<file path="src/sv/bcld_pkg.sv">
`default_nettype none

package bcld_pkg;

    localparam int ENTRIES       = 16;
    localparam int BLOCK_BITS    = 24;
    localparam int ADDR_BITS     = 48;
    localparam int VERSION_BITS  = 8;

    localparam int SECTORS_BITS  = 39;
    localparam int SECTOR_SHIFT  = 9;
    localparam int STAMP_BITS    = 32;

    typedef enum logic [1:0] {
        ST_IDLE,
        ST_SCAN,
        ST_WRITE,
        ST_EMIT
    } state_t;

endpackage

`default_nettype wire

</file>
<file path="src/sv/bcld_ram.sv">
`default_nettype none

module bcld_ram #(
    parameter int WIDTH = 8,
    parameter int DEPTH = 16
) (
    input  wire logic                     clk,
    input  wire logic                     we,
    input  wire logic [$clog2(DEPTH)-1:0] waddr,
    input  wire logic [WIDTH-1:0]         wdata,
    input  wire logic [$clog2(DEPTH)-1:0] raddr,
    output logic      [WIDTH-1:0]         rdata
);

    logic [WIDTH-1:0] mem [DEPTH];
    logic [WIDTH-1:0] rdata_reg;

    always_ff @(posedge clk) begin
        if (we) begin
            mem[waddr] <= wdata;
        end
        rdata_reg <= mem[raddr];
    end

    assign rdata = rdata_reg;

endmodule

`default_nettype wire

</file>
<file path="src/sv/block_cache_lru_directory_top.sv">
// Tag directory of a fully associative block cache with LRU replacement.
// Input channel (s_): one lookup request per transfer carrying the object
// version, the byte offset and the object length in 512-byte sectors.
// Output channel (m_): one result per request with the slot, the aligned
// block start, the offset inside the block, the fill length on a miss and
// the bytes available; hit and out_of_range travel in m_tuser.
// Each request scans the directory memory one entry per cycle through its
// single read port, then writes the chosen entry back and moves the result
// to the output register before the next request is accepted.
// The result sits in an output register; a new request is accepted while it
// waits. If the receiver stalls, the next result waits in its own stage and
// no further request is taken until the output register frees up.
// Reset clears all valid bits, the use counter and m_tvalid; the block leaves
// reset idle and ready for a request. The directory memory needs no clearing
// pass.
`default_nettype none

module block_cache_lru_directory_top #(
    parameter int ENTRIES      = bcld_pkg::ENTRIES,
    parameter int BLOCK_BITS   = bcld_pkg::BLOCK_BITS,
    parameter int ADDR_BITS    = bcld_pkg::ADDR_BITS,
    parameter int VERSION_BITS = bcld_pkg::VERSION_BITS
) (
    input  wire logic aclk,
    input  wire logic aresetn,

    input  wire logic s_tvalid,
    output logic      s_tready,
    // object_version, request_offset, object_sectors
    input  wire logic [((VERSION_BITS + ADDR_BITS + bcld_pkg::SECTORS_BITS + 7) / 8) * 8 - 1:0]
                      s_tdata,

    output logic      m_tvalid,
    input  wire logic m_tready,
    // slot, block_start, offset_in_block, fetch_length, bytes_available
    output logic [(($clog2(ENTRIES) + ADDR_BITS + 3 * BLOCK_BITS + 2 + 7) / 8) * 8 - 1:0]
                      m_tdata,
    // hit, out_of_range
    output logic [1:0] m_tuser
);

    localparam int SLOT_W  = $clog2(ENTRIES);
    localparam int BLK_W   = ADDR_BITS - BLOCK_BITS;
    localparam int LEN_W   = BLOCK_BITS + 1;
    localparam int STAMP_W = bcld_pkg::STAMP_BITS;
    localparam int SEC_W   = bcld_pkg::SECTORS_BITS;
    localparam int END_W   = SEC_W + bcld_pkg::SECTOR_SHIFT;
    localparam int CMP_W   = (ADDR_BITS > END_W) ? ADDR_BITS : END_W;
    localparam int MEM_W   = BLK_W + VERSION_BITS + STAMP_W + LEN_W;
    localparam int IN_W    = ((VERSION_BITS + ADDR_BITS + SEC_W + 7) / 8) * 8;
    localparam int OUT_USED = SLOT_W + ADDR_BITS + BLOCK_BITS + 2 * LEN_W;
    localparam int OUT_W   = ((OUT_USED + 7) / 8) * 8;

    localparam int VER_LO   = BLK_W;
    localparam int STAMP_LO = VER_LO + VERSION_BITS;
    localparam int LEN_LO   = STAMP_LO + STAMP_W;

    bcld_pkg::state_t state_reg, state_next;

    logic [VERSION_BITS-1:0] ver_reg;
    logic [ADDR_BITS-1:0]    off_reg;
    logic [SEC_W-1:0]        sectors_reg;

    logic [SLOT_W-1:0]  idx_reg;
    logic               hit_reg;
    logic [SLOT_W-1:0]  hit_slot_reg;
    logic [LEN_W-1:0]   hit_len_reg;
    logic               inval_reg;
    logic [SLOT_W-1:0]  inval_slot_reg;
    logic [STAMP_W-1:0] least_reg;
    logic [SLOT_W-1:0]  min_slot_reg;
    logic [LEN_W-1:0]   fetch_reg;
    logic               oor_reg;

    logic [ENTRIES-1:0] valid_reg;
    logic [STAMP_W-1:0] use_counter_reg;

    logic               res_hit_reg;
    logic [SLOT_W-1:0]  res_slot_reg;
    logic [LEN_W-1:0]   res_fetch_reg;
    logic [LEN_W-1:0]   res_avail_reg;
    logic               res_oor_reg;

    logic               m_tvalid_reg;
    logic               out_hit_reg;
    logic [SLOT_W-1:0]  out_slot_reg;
    logic [ADDR_BITS-1:0] out_start_reg;
    logic [BLOCK_BITS-1:0] out_inner_reg;
    logic [LEN_W-1:0]   out_fetch_reg;
    logic [LEN_W-1:0]   out_avail_reg;
    logic               out_oor_reg;

    logic               in_accept;
    logic               out_load;
    logic [SLOT_W-1:0]  rd_addr;
    logic [MEM_W-1:0]   rd_data;
    logic               wr_en;
    logic [SLOT_W-1:0]  wr_slot;
    logic [MEM_W-1:0]   wr_data;

    logic [BLK_W-1:0]        rd_blk;
    logic [VERSION_BITS-1:0] rd_ver;
    logic [STAMP_W-1:0]      rd_stamp;
    logic [LEN_W-1:0]        rd_len;
    logic                    rd_valid;

    logic [BLK_W-1:0]      cur_blk;
    logic [BLOCK_BITS-1:0] cur_inner;
    logic [CMP_W-1:0]      off_ext;
    logic [CMP_W-1:0]      start_ext;
    logic [CMP_W-1:0]      end_ext;
    logic [CMP_W-1:0]      diff;
    logic [LEN_W-1:0]      fetch_calc;
    logic [LEN_W-1:0]      len_sel;
    logic [LEN_W-1:0]      avail_calc;

    bcld_ram #(
        .WIDTH (MEM_W),
        .DEPTH (ENTRIES)
    ) u_dir_ram (
        .clk   (aclk),
        .we    (wr_en),
        .waddr (wr_slot),
        .wdata (wr_data),
        .raddr (rd_addr),
        .rdata (rd_data)
    );

    assign rd_blk   = rd_data[BLK_W-1:0];
    assign rd_ver   = rd_data[VER_LO +: VERSION_BITS];
    assign rd_stamp = rd_data[STAMP_LO +: STAMP_W];
    assign rd_len   = rd_data[LEN_LO +: LEN_W];
    assign rd_valid = valid_reg[idx_reg];

    assign cur_blk   = off_reg[ADDR_BITS-1:BLOCK_BITS];
    assign cur_inner = off_reg[BLOCK_BITS-1:0];
    assign off_ext   = CMP_W'(off_reg);
    assign start_ext = CMP_W'({cur_blk, {BLOCK_BITS{1'b0}}});
    assign end_ext   = CMP_W'({sectors_reg, {bcld_pkg::SECTOR_SHIFT{1'b0}}});
    assign diff      = end_ext - start_ext;

    always_comb begin
        if (end_ext <= start_ext) begin
            fetch_calc = '0;
        end else if (diff[CMP_W-1:BLOCK_BITS] == '0) begin
            fetch_calc = LEN_W'(diff[BLOCK_BITS-1:0]);
        end else begin
            fetch_calc = {1'b1, {BLOCK_BITS{1'b0}}};
        end
    end

    always_comb begin
        if (hit_reg) begin
            wr_slot = hit_slot_reg;
        end else if (inval_reg) begin
            wr_slot = inval_slot_reg;
        end else begin
            wr_slot = min_slot_reg;
        end
        len_sel = hit_reg ? hit_len_reg : fetch_reg;
        if (oor_reg || (len_sel <= LEN_W'(cur_inner))) begin
            avail_calc = '0;
        end else begin
            avail_calc = len_sel - LEN_W'(cur_inner);
        end
    end

    assign wr_data = {len_sel, use_counter_reg, ver_reg, cur_blk};

    always_comb begin
        state_next = state_reg;
        s_tready   = 1'b0;
        wr_en      = 1'b0;
        out_load   = 1'b0;
        rd_addr    = '0;
        case (state_reg)
            bcld_pkg::ST_IDLE: begin
                s_tready = 1'b1;
                if (s_tvalid) begin
                    state_next = bcld_pkg::ST_SCAN;
                end
            end
            bcld_pkg::ST_SCAN: begin
                rd_addr = idx_reg + SLOT_W'(1);
                if (idx_reg == SLOT_W'(ENTRIES - 1)) begin
                    state_next = bcld_pkg::ST_WRITE;
                end
            end
            bcld_pkg::ST_WRITE: begin
                wr_en      = 1'b1;
                state_next = bcld_pkg::ST_EMIT;
            end
            bcld_pkg::ST_EMIT: begin
                if (!m_tvalid_reg || m_tready) begin
                    out_load   = 1'b1;
                    state_next = bcld_pkg::ST_IDLE;
                end
            end
            default: begin
                state_next = bcld_pkg::ST_IDLE;
            end
        endcase
    end

    assign in_accept = s_tvalid && s_tready;

    always_ff @(posedge aclk) begin
        if (!aresetn) begin
            state_reg <= bcld_pkg::ST_IDLE;
        end else begin
            state_reg <= state_next;
        end
    end

    always_ff @(posedge aclk) begin
        if (!aresetn) begin
            valid_reg       <= '0;
            use_counter_reg <= '0;
        end else if (wr_en) begin
            valid_reg[wr_slot] <= 1'b1;
            use_counter_reg    <= use_counter_reg + STAMP_W'(1);
        end
    end

    always_ff @(posedge aclk) begin
        if (in_accept) begin
            ver_reg        <= s_tdata[VERSION_BITS-1:0];
            off_reg        <= s_tdata[VERSION_BITS +: ADDR_BITS];
            sectors_reg    <= s_tdata[VERSION_BITS + ADDR_BITS +: SEC_W];
            idx_reg        <= '0;
            hit_reg        <= 1'b0;
            inval_reg      <= 1'b0;
            least_reg      <= use_counter_reg;
            min_slot_reg   <= '0;
        end else if (state_reg == bcld_pkg::ST_SCAN) begin
            idx_reg   <= idx_reg + SLOT_W'(1);
            fetch_reg <= fetch_calc;
            oor_reg   <= off_ext >= end_ext;
            if (rd_valid && !hit_reg && rd_blk == cur_blk && rd_ver == ver_reg) begin
                hit_reg      <= 1'b1;
                hit_slot_reg <= idx_reg;
                hit_len_reg  <= rd_len;
            end
            if (!rd_valid && !inval_reg) begin
                inval_reg      <= 1'b1;
                inval_slot_reg <= idx_reg;
            end
            if (rd_valid && rd_stamp < least_reg) begin
                least_reg    <= rd_stamp;
                min_slot_reg <= idx_reg;
            end
        end
    end

    always_ff @(posedge aclk) begin
        if (wr_en) begin
            res_hit_reg   <= hit_reg;
            res_slot_reg  <= wr_slot;
            res_fetch_reg <= hit_reg ? '0 : fetch_reg;
            res_avail_reg <= avail_calc;
            res_oor_reg   <= oor_reg;
        end
    end

    always_ff @(posedge aclk) begin
        if (!aresetn) begin
            m_tvalid_reg <= 1'b0;
        end else if (out_load) begin
            m_tvalid_reg <= 1'b1;
        end else if (m_tready) begin
            m_tvalid_reg <= 1'b0;
        end
    end

    always_ff @(posedge aclk) begin
        if (out_load) begin
            out_hit_reg   <= res_hit_reg;
            out_slot_reg  <= res_slot_reg;
            out_start_reg <= {cur_blk, {BLOCK_BITS{1'b0}}};
            out_inner_reg <= cur_inner;
            out_fetch_reg <= res_fetch_reg;
            out_avail_reg <= res_avail_reg;
            out_oor_reg   <= res_oor_reg;
        end
    end

    assign m_tvalid = m_tvalid_reg;
    assign m_tdata  = OUT_W'({out_avail_reg, out_fetch_reg, out_inner_reg,
                              out_start_reg, out_slot_reg});
    assign m_tuser  = {out_oor_reg, out_hit_reg};

    a_counter_step: assert property (@(posedge aclk) disable iff (!aresetn)
        state_reg == bcld_pkg::ST_WRITE |=>
            use_counter_reg == $past(use_counter_reg) + STAMP_W'(1))
        else $error("use counter did not advance on write-back");

    a_scan_start: assert property (@(posedge aclk) disable iff (!aresetn)
        in_accept |=> state_reg == bcld_pkg::ST_SCAN && idx_reg == '0)
        else $error("scan did not start at entry zero");

    a_hit_no_fetch: assert property (@(posedge aclk) disable iff (!aresetn)
        m_tvalid_reg && out_hit_reg |-> out_fetch_reg == '0)
        else $error("hit result carries a fill length");

    a_oor_no_avail: assert property (@(posedge aclk) disable iff (!aresetn)
        m_tvalid_reg && out_oor_reg |-> out_avail_reg == '0)
        else $error("out-of-range result reports available bytes");

    a_slot_valid: assert property (@(posedge aclk) disable iff (!aresetn)
        state_reg == bcld_pkg::ST_WRITE |=> valid_reg[$past(wr_slot)])
        else $error("written entry not marked valid");

endmodule

`default_nettype wire
</file>
<file path="config.mk">
export PLATFORM = sky130hd
export DESIGN_NAME = block_cache_lru_directory_top
export DESIGN_NICKNAME = d
export VERILOG_FILES = /design/src/sv/bcld_pkg.sv /design/src/sv/bcld_ram.sv /design/src/sv/block_cache_lru_directory_top.sv
export SDC_FILE = /design/constraint.sdc
export NUM_CORES = 2
export LEC_CHECK = 0
export ABC_AREA = 1
export ABC_CLOCK_PERIOD_IN_PS = 12600
export BUFFER_PORTS_ARGS = -buffer_cell sky130_fd_sc_hd__buf_2
export CORE_MARGIN = 3
export CORE_UTILIZATION = 43
export CTS_BUF_LIST = sky130_fd_sc_hd__clkbuf_16
export DETAILED_ROUTE_END_ITERATION = 8
export PLACE_DENSITY = 0.55
export SLEW_MARGIN = 20
export SYNTH_ARGS = -nofsm -noshare
export SYNTH_HDL_FRONTEND = slang
export SYNTH_SLANG_ARGS = --single-unit
</file>
<file path="constraint.sdc">
create_clock -name aclk -period 12.6 [get_ports aclk]
set_input_delay 0.63 -clock aclk [delete_from_list [all_inputs] [get_ports aclk]]
set_output_delay 0.63 -clock aclk [all_outputs]
set_load 0.02 [all_outputs]
</file>
==> metrics.txt <==
Post-Route WL=209000 µm; Fin Setup TNS=0 ps; Reg2Reg Setup Slack=7400 ps; Mapped Cells=6240; number of synthesized flops with an enable pin=1743; clk_lat worst skew=840 ps; Fin Hold WS=235 ps; most common cell in the netlist=edfxtp_1; R2R Path End=least_reg[16]; Pwr Total=17.7 mW; status=finished clean; CTS tree=done; gpl congestion=0.868; critical path endpoint category=register; Worst Hold End=m_tvalid; Die Ht=428 µm; FF-to-FF Start=idx_reg[0]; antenna diode count=0; max reg flops=1424; initial antenna violation count=2; root buf cell=clkbuf_16; share of layout cells above drive strength 1=0.0983; DRC viols=0; Synth area leaders=edfxtp_1 68%, nor2_1 7.9%, dfxtp_1 3.9%; YS warnings=0; worst-case vdd ir drop=0.000232 V; Arr. time, crit path=5610 ps; Req. time, crit path=13020 ps; Syn-to-layout area delta=13.7%; Final Cycle Share=0.412; predominant post-synthesis flop cell=edfxtp_1; core area=177000 µm²; via/cell ratio=5.45; GRT Util Overall=0.224; Initial Util=0.434; DP Area=80000 µm²; Post-synth ARST share=0; startpoint types=register; full die area=183000 µm²; Final Hold Vio Count=0; proportion of netlist area held by the largest area contributor=0.683; syn avg cell area=12.3 µm²; gr ovfl total=0; number of max-cap violations=0; Slew @ Worst Pin=1110 ps; final setup vio count=0; total CTS buffers=194; critical-path maximum fanout=104; Hold/Removal Path Class=input port to register; final instance area=87100 µm²; Final min period=5200 ps; die width=428 µm; I/O pin count=232; Cell Rows=154; Slew headroom=0.263; synthesized cell area=76600 µm²; Port Buffer Count=195; CTS resizes=0; register area share after synthesis=0.722; R2R depth=12; WL/cell=23.2 µm; flop and latch count out of synthesis=1893; RSZ-0062 raised after global routing=false; pin count of the biggest net entering global routing=204; CTS sink cnt=1893; Post-DP HPWL=109000 µm; pwr dens=203 nW/µm²; non-filler cells, final=9012; Setup Skew=46.6 ps; vias in the first global route=48000; initial DRC count=4562; fmax=192 MHz; kind of critical path=register to register; top post-synthesis cells by count=1743 x edfxtp_1, 1611 x nor2_1, 490 x nand2_1, 466 x o21ai_0, 337 x inv_1; clock slew seen by the registers of the worst setup and hold paths=60 ps; synth unique cells=50; post-layout net count=6731; via count=49100; worst hold path stage count=4; HP Start=m_tready; dpl cells=8554; Final Max Slew Viols=0; first-pass GRT wire length=311000 µm; area leader, netlist=edfxtp_1; CTS H-tree lvls=4; clk buf depth=3; Lkg Pwr=30.9 nW; DRT Pass-1 Iters=6; Post-DRT Antenna Nets=0
==> critical path, stage by stage (launching register included) <==
cell      delay [ps]
dfxtp_1          300
buf_4            200
inv_8            600
buf_4            840
buf_4            850
o21ai_0          170
o211ai_1         200
nand3_1           90
nand2_1          150
nand2_1           80
nor2_1           240
nand2_1          180
nand2_2          760
==> how the worst max path moves through the flow <==
| stage | startpoint | endpoint | slack (ps) | cells past startpoint |
|---|---|---|---|---|
| 2_1_floorplan | state_reg[0] | u_dir_ram.mem[0][0] | 5790 | 8 |
| 3_3_place_gp | idx_reg[0] | least_reg[14] | 7360 | 12 |
| 3_5_place_dp | idx_reg[0] | least_reg[8] | 7370 | 12 |
| 4_1_cts | idx_reg[0] | least_reg[16] | 7320 | 12 |
| 5_1_grt | idx_reg[0] | least_reg[16] | 7090 | 12 |
| 6_report | idx_reg[0] | least_reg[16] | 7400 | 12 |
==> per-stage QoR <==
step,setup WS [ps],utilization
finish,7400,0.493
global route,7090,0.493
CTS,7320,0.493
detailed placement,7370,0.453
global placement,7360,0.453
floorplan,5790,-
==> metal layers <==
metal,part of all wire,global-route usage
met1,0.44,0.307
met5,0,0
met4,0.022,0.0588
met3,0.052,0.0269
met2,0.49,0.380
==> logic make-up after synthesis <==
logic type               share of synthesized area
XOR/XNOR                                   0.00320
other                                    0.0000490
adder cells (fa/ha/maj)                     0.0205
flip-flops                                   0.722
buffers and inverters                       0.0382
AND/OR/NAND/NOR                              0.130
AO/OA/AOI/OAI                               0.0853
==> repair_timing <==
| item | in CTS | in global routing |
|---|---|---|
| endpoints found under the hold margin | 95 | 0 |
| setup endpoints to repair | 0 | 0 |
| setup buffers | 0 | 0 |
| hold buffers | 95 | 0 |
==> cells in the final DEF, fill, tap and decap left out, drive strengths merged, types with 4 or more instances in the layout <==
cell         Yosys  routed
edfxtp        1743    1743
nor2          1627    1627
nand2          498     498
o21ai          466     466
inv            346     415
o311ai         338     338
buf            165     295
nand3          229     229
clkbuf         189     195
dfxtp          150     150
a21oi          131     131
ha             124     124
dlygate4sd3      0      95
clkinv           2      82
nor3            37      37
conb             1      35
nand4           33      33
or2             29      29
xor2            24      24
o211ai          22      22
nor4            20      20
o32ai           14      14
bufinv           0      13
o22ai            6       6
o221ai           5       5
o21bai           5       5
clkinvlp         0       5
xnor2            4       4
o2111ai          4       4
a31oi            4       4
o21a             4       4
nand3b           4       4
==> area by class of cell <==
type | instances | area (µm²)
fill | 15400 | 89600
sequential | 1893 | 55300
multi-input combinational | 3679 | 18600
clock buffer | 195 | 4880
tap | 2340 | 2930
timing repair buffer | 390 | 2760
inverter | 348 | 1350
clock inverter | 167 | 1220
==> power breakdown <==
part | internal (mW) | total [mW] | switching (mW)
sequential | 7.73 | 8.04 | 0.314
clock | 3.08 | 5.48 | 2.40
combinational | 1.15 | 4.15 | 3.00
total | 12.0 | 17.7 | 5.72
(Power assumes the default switching activity.)
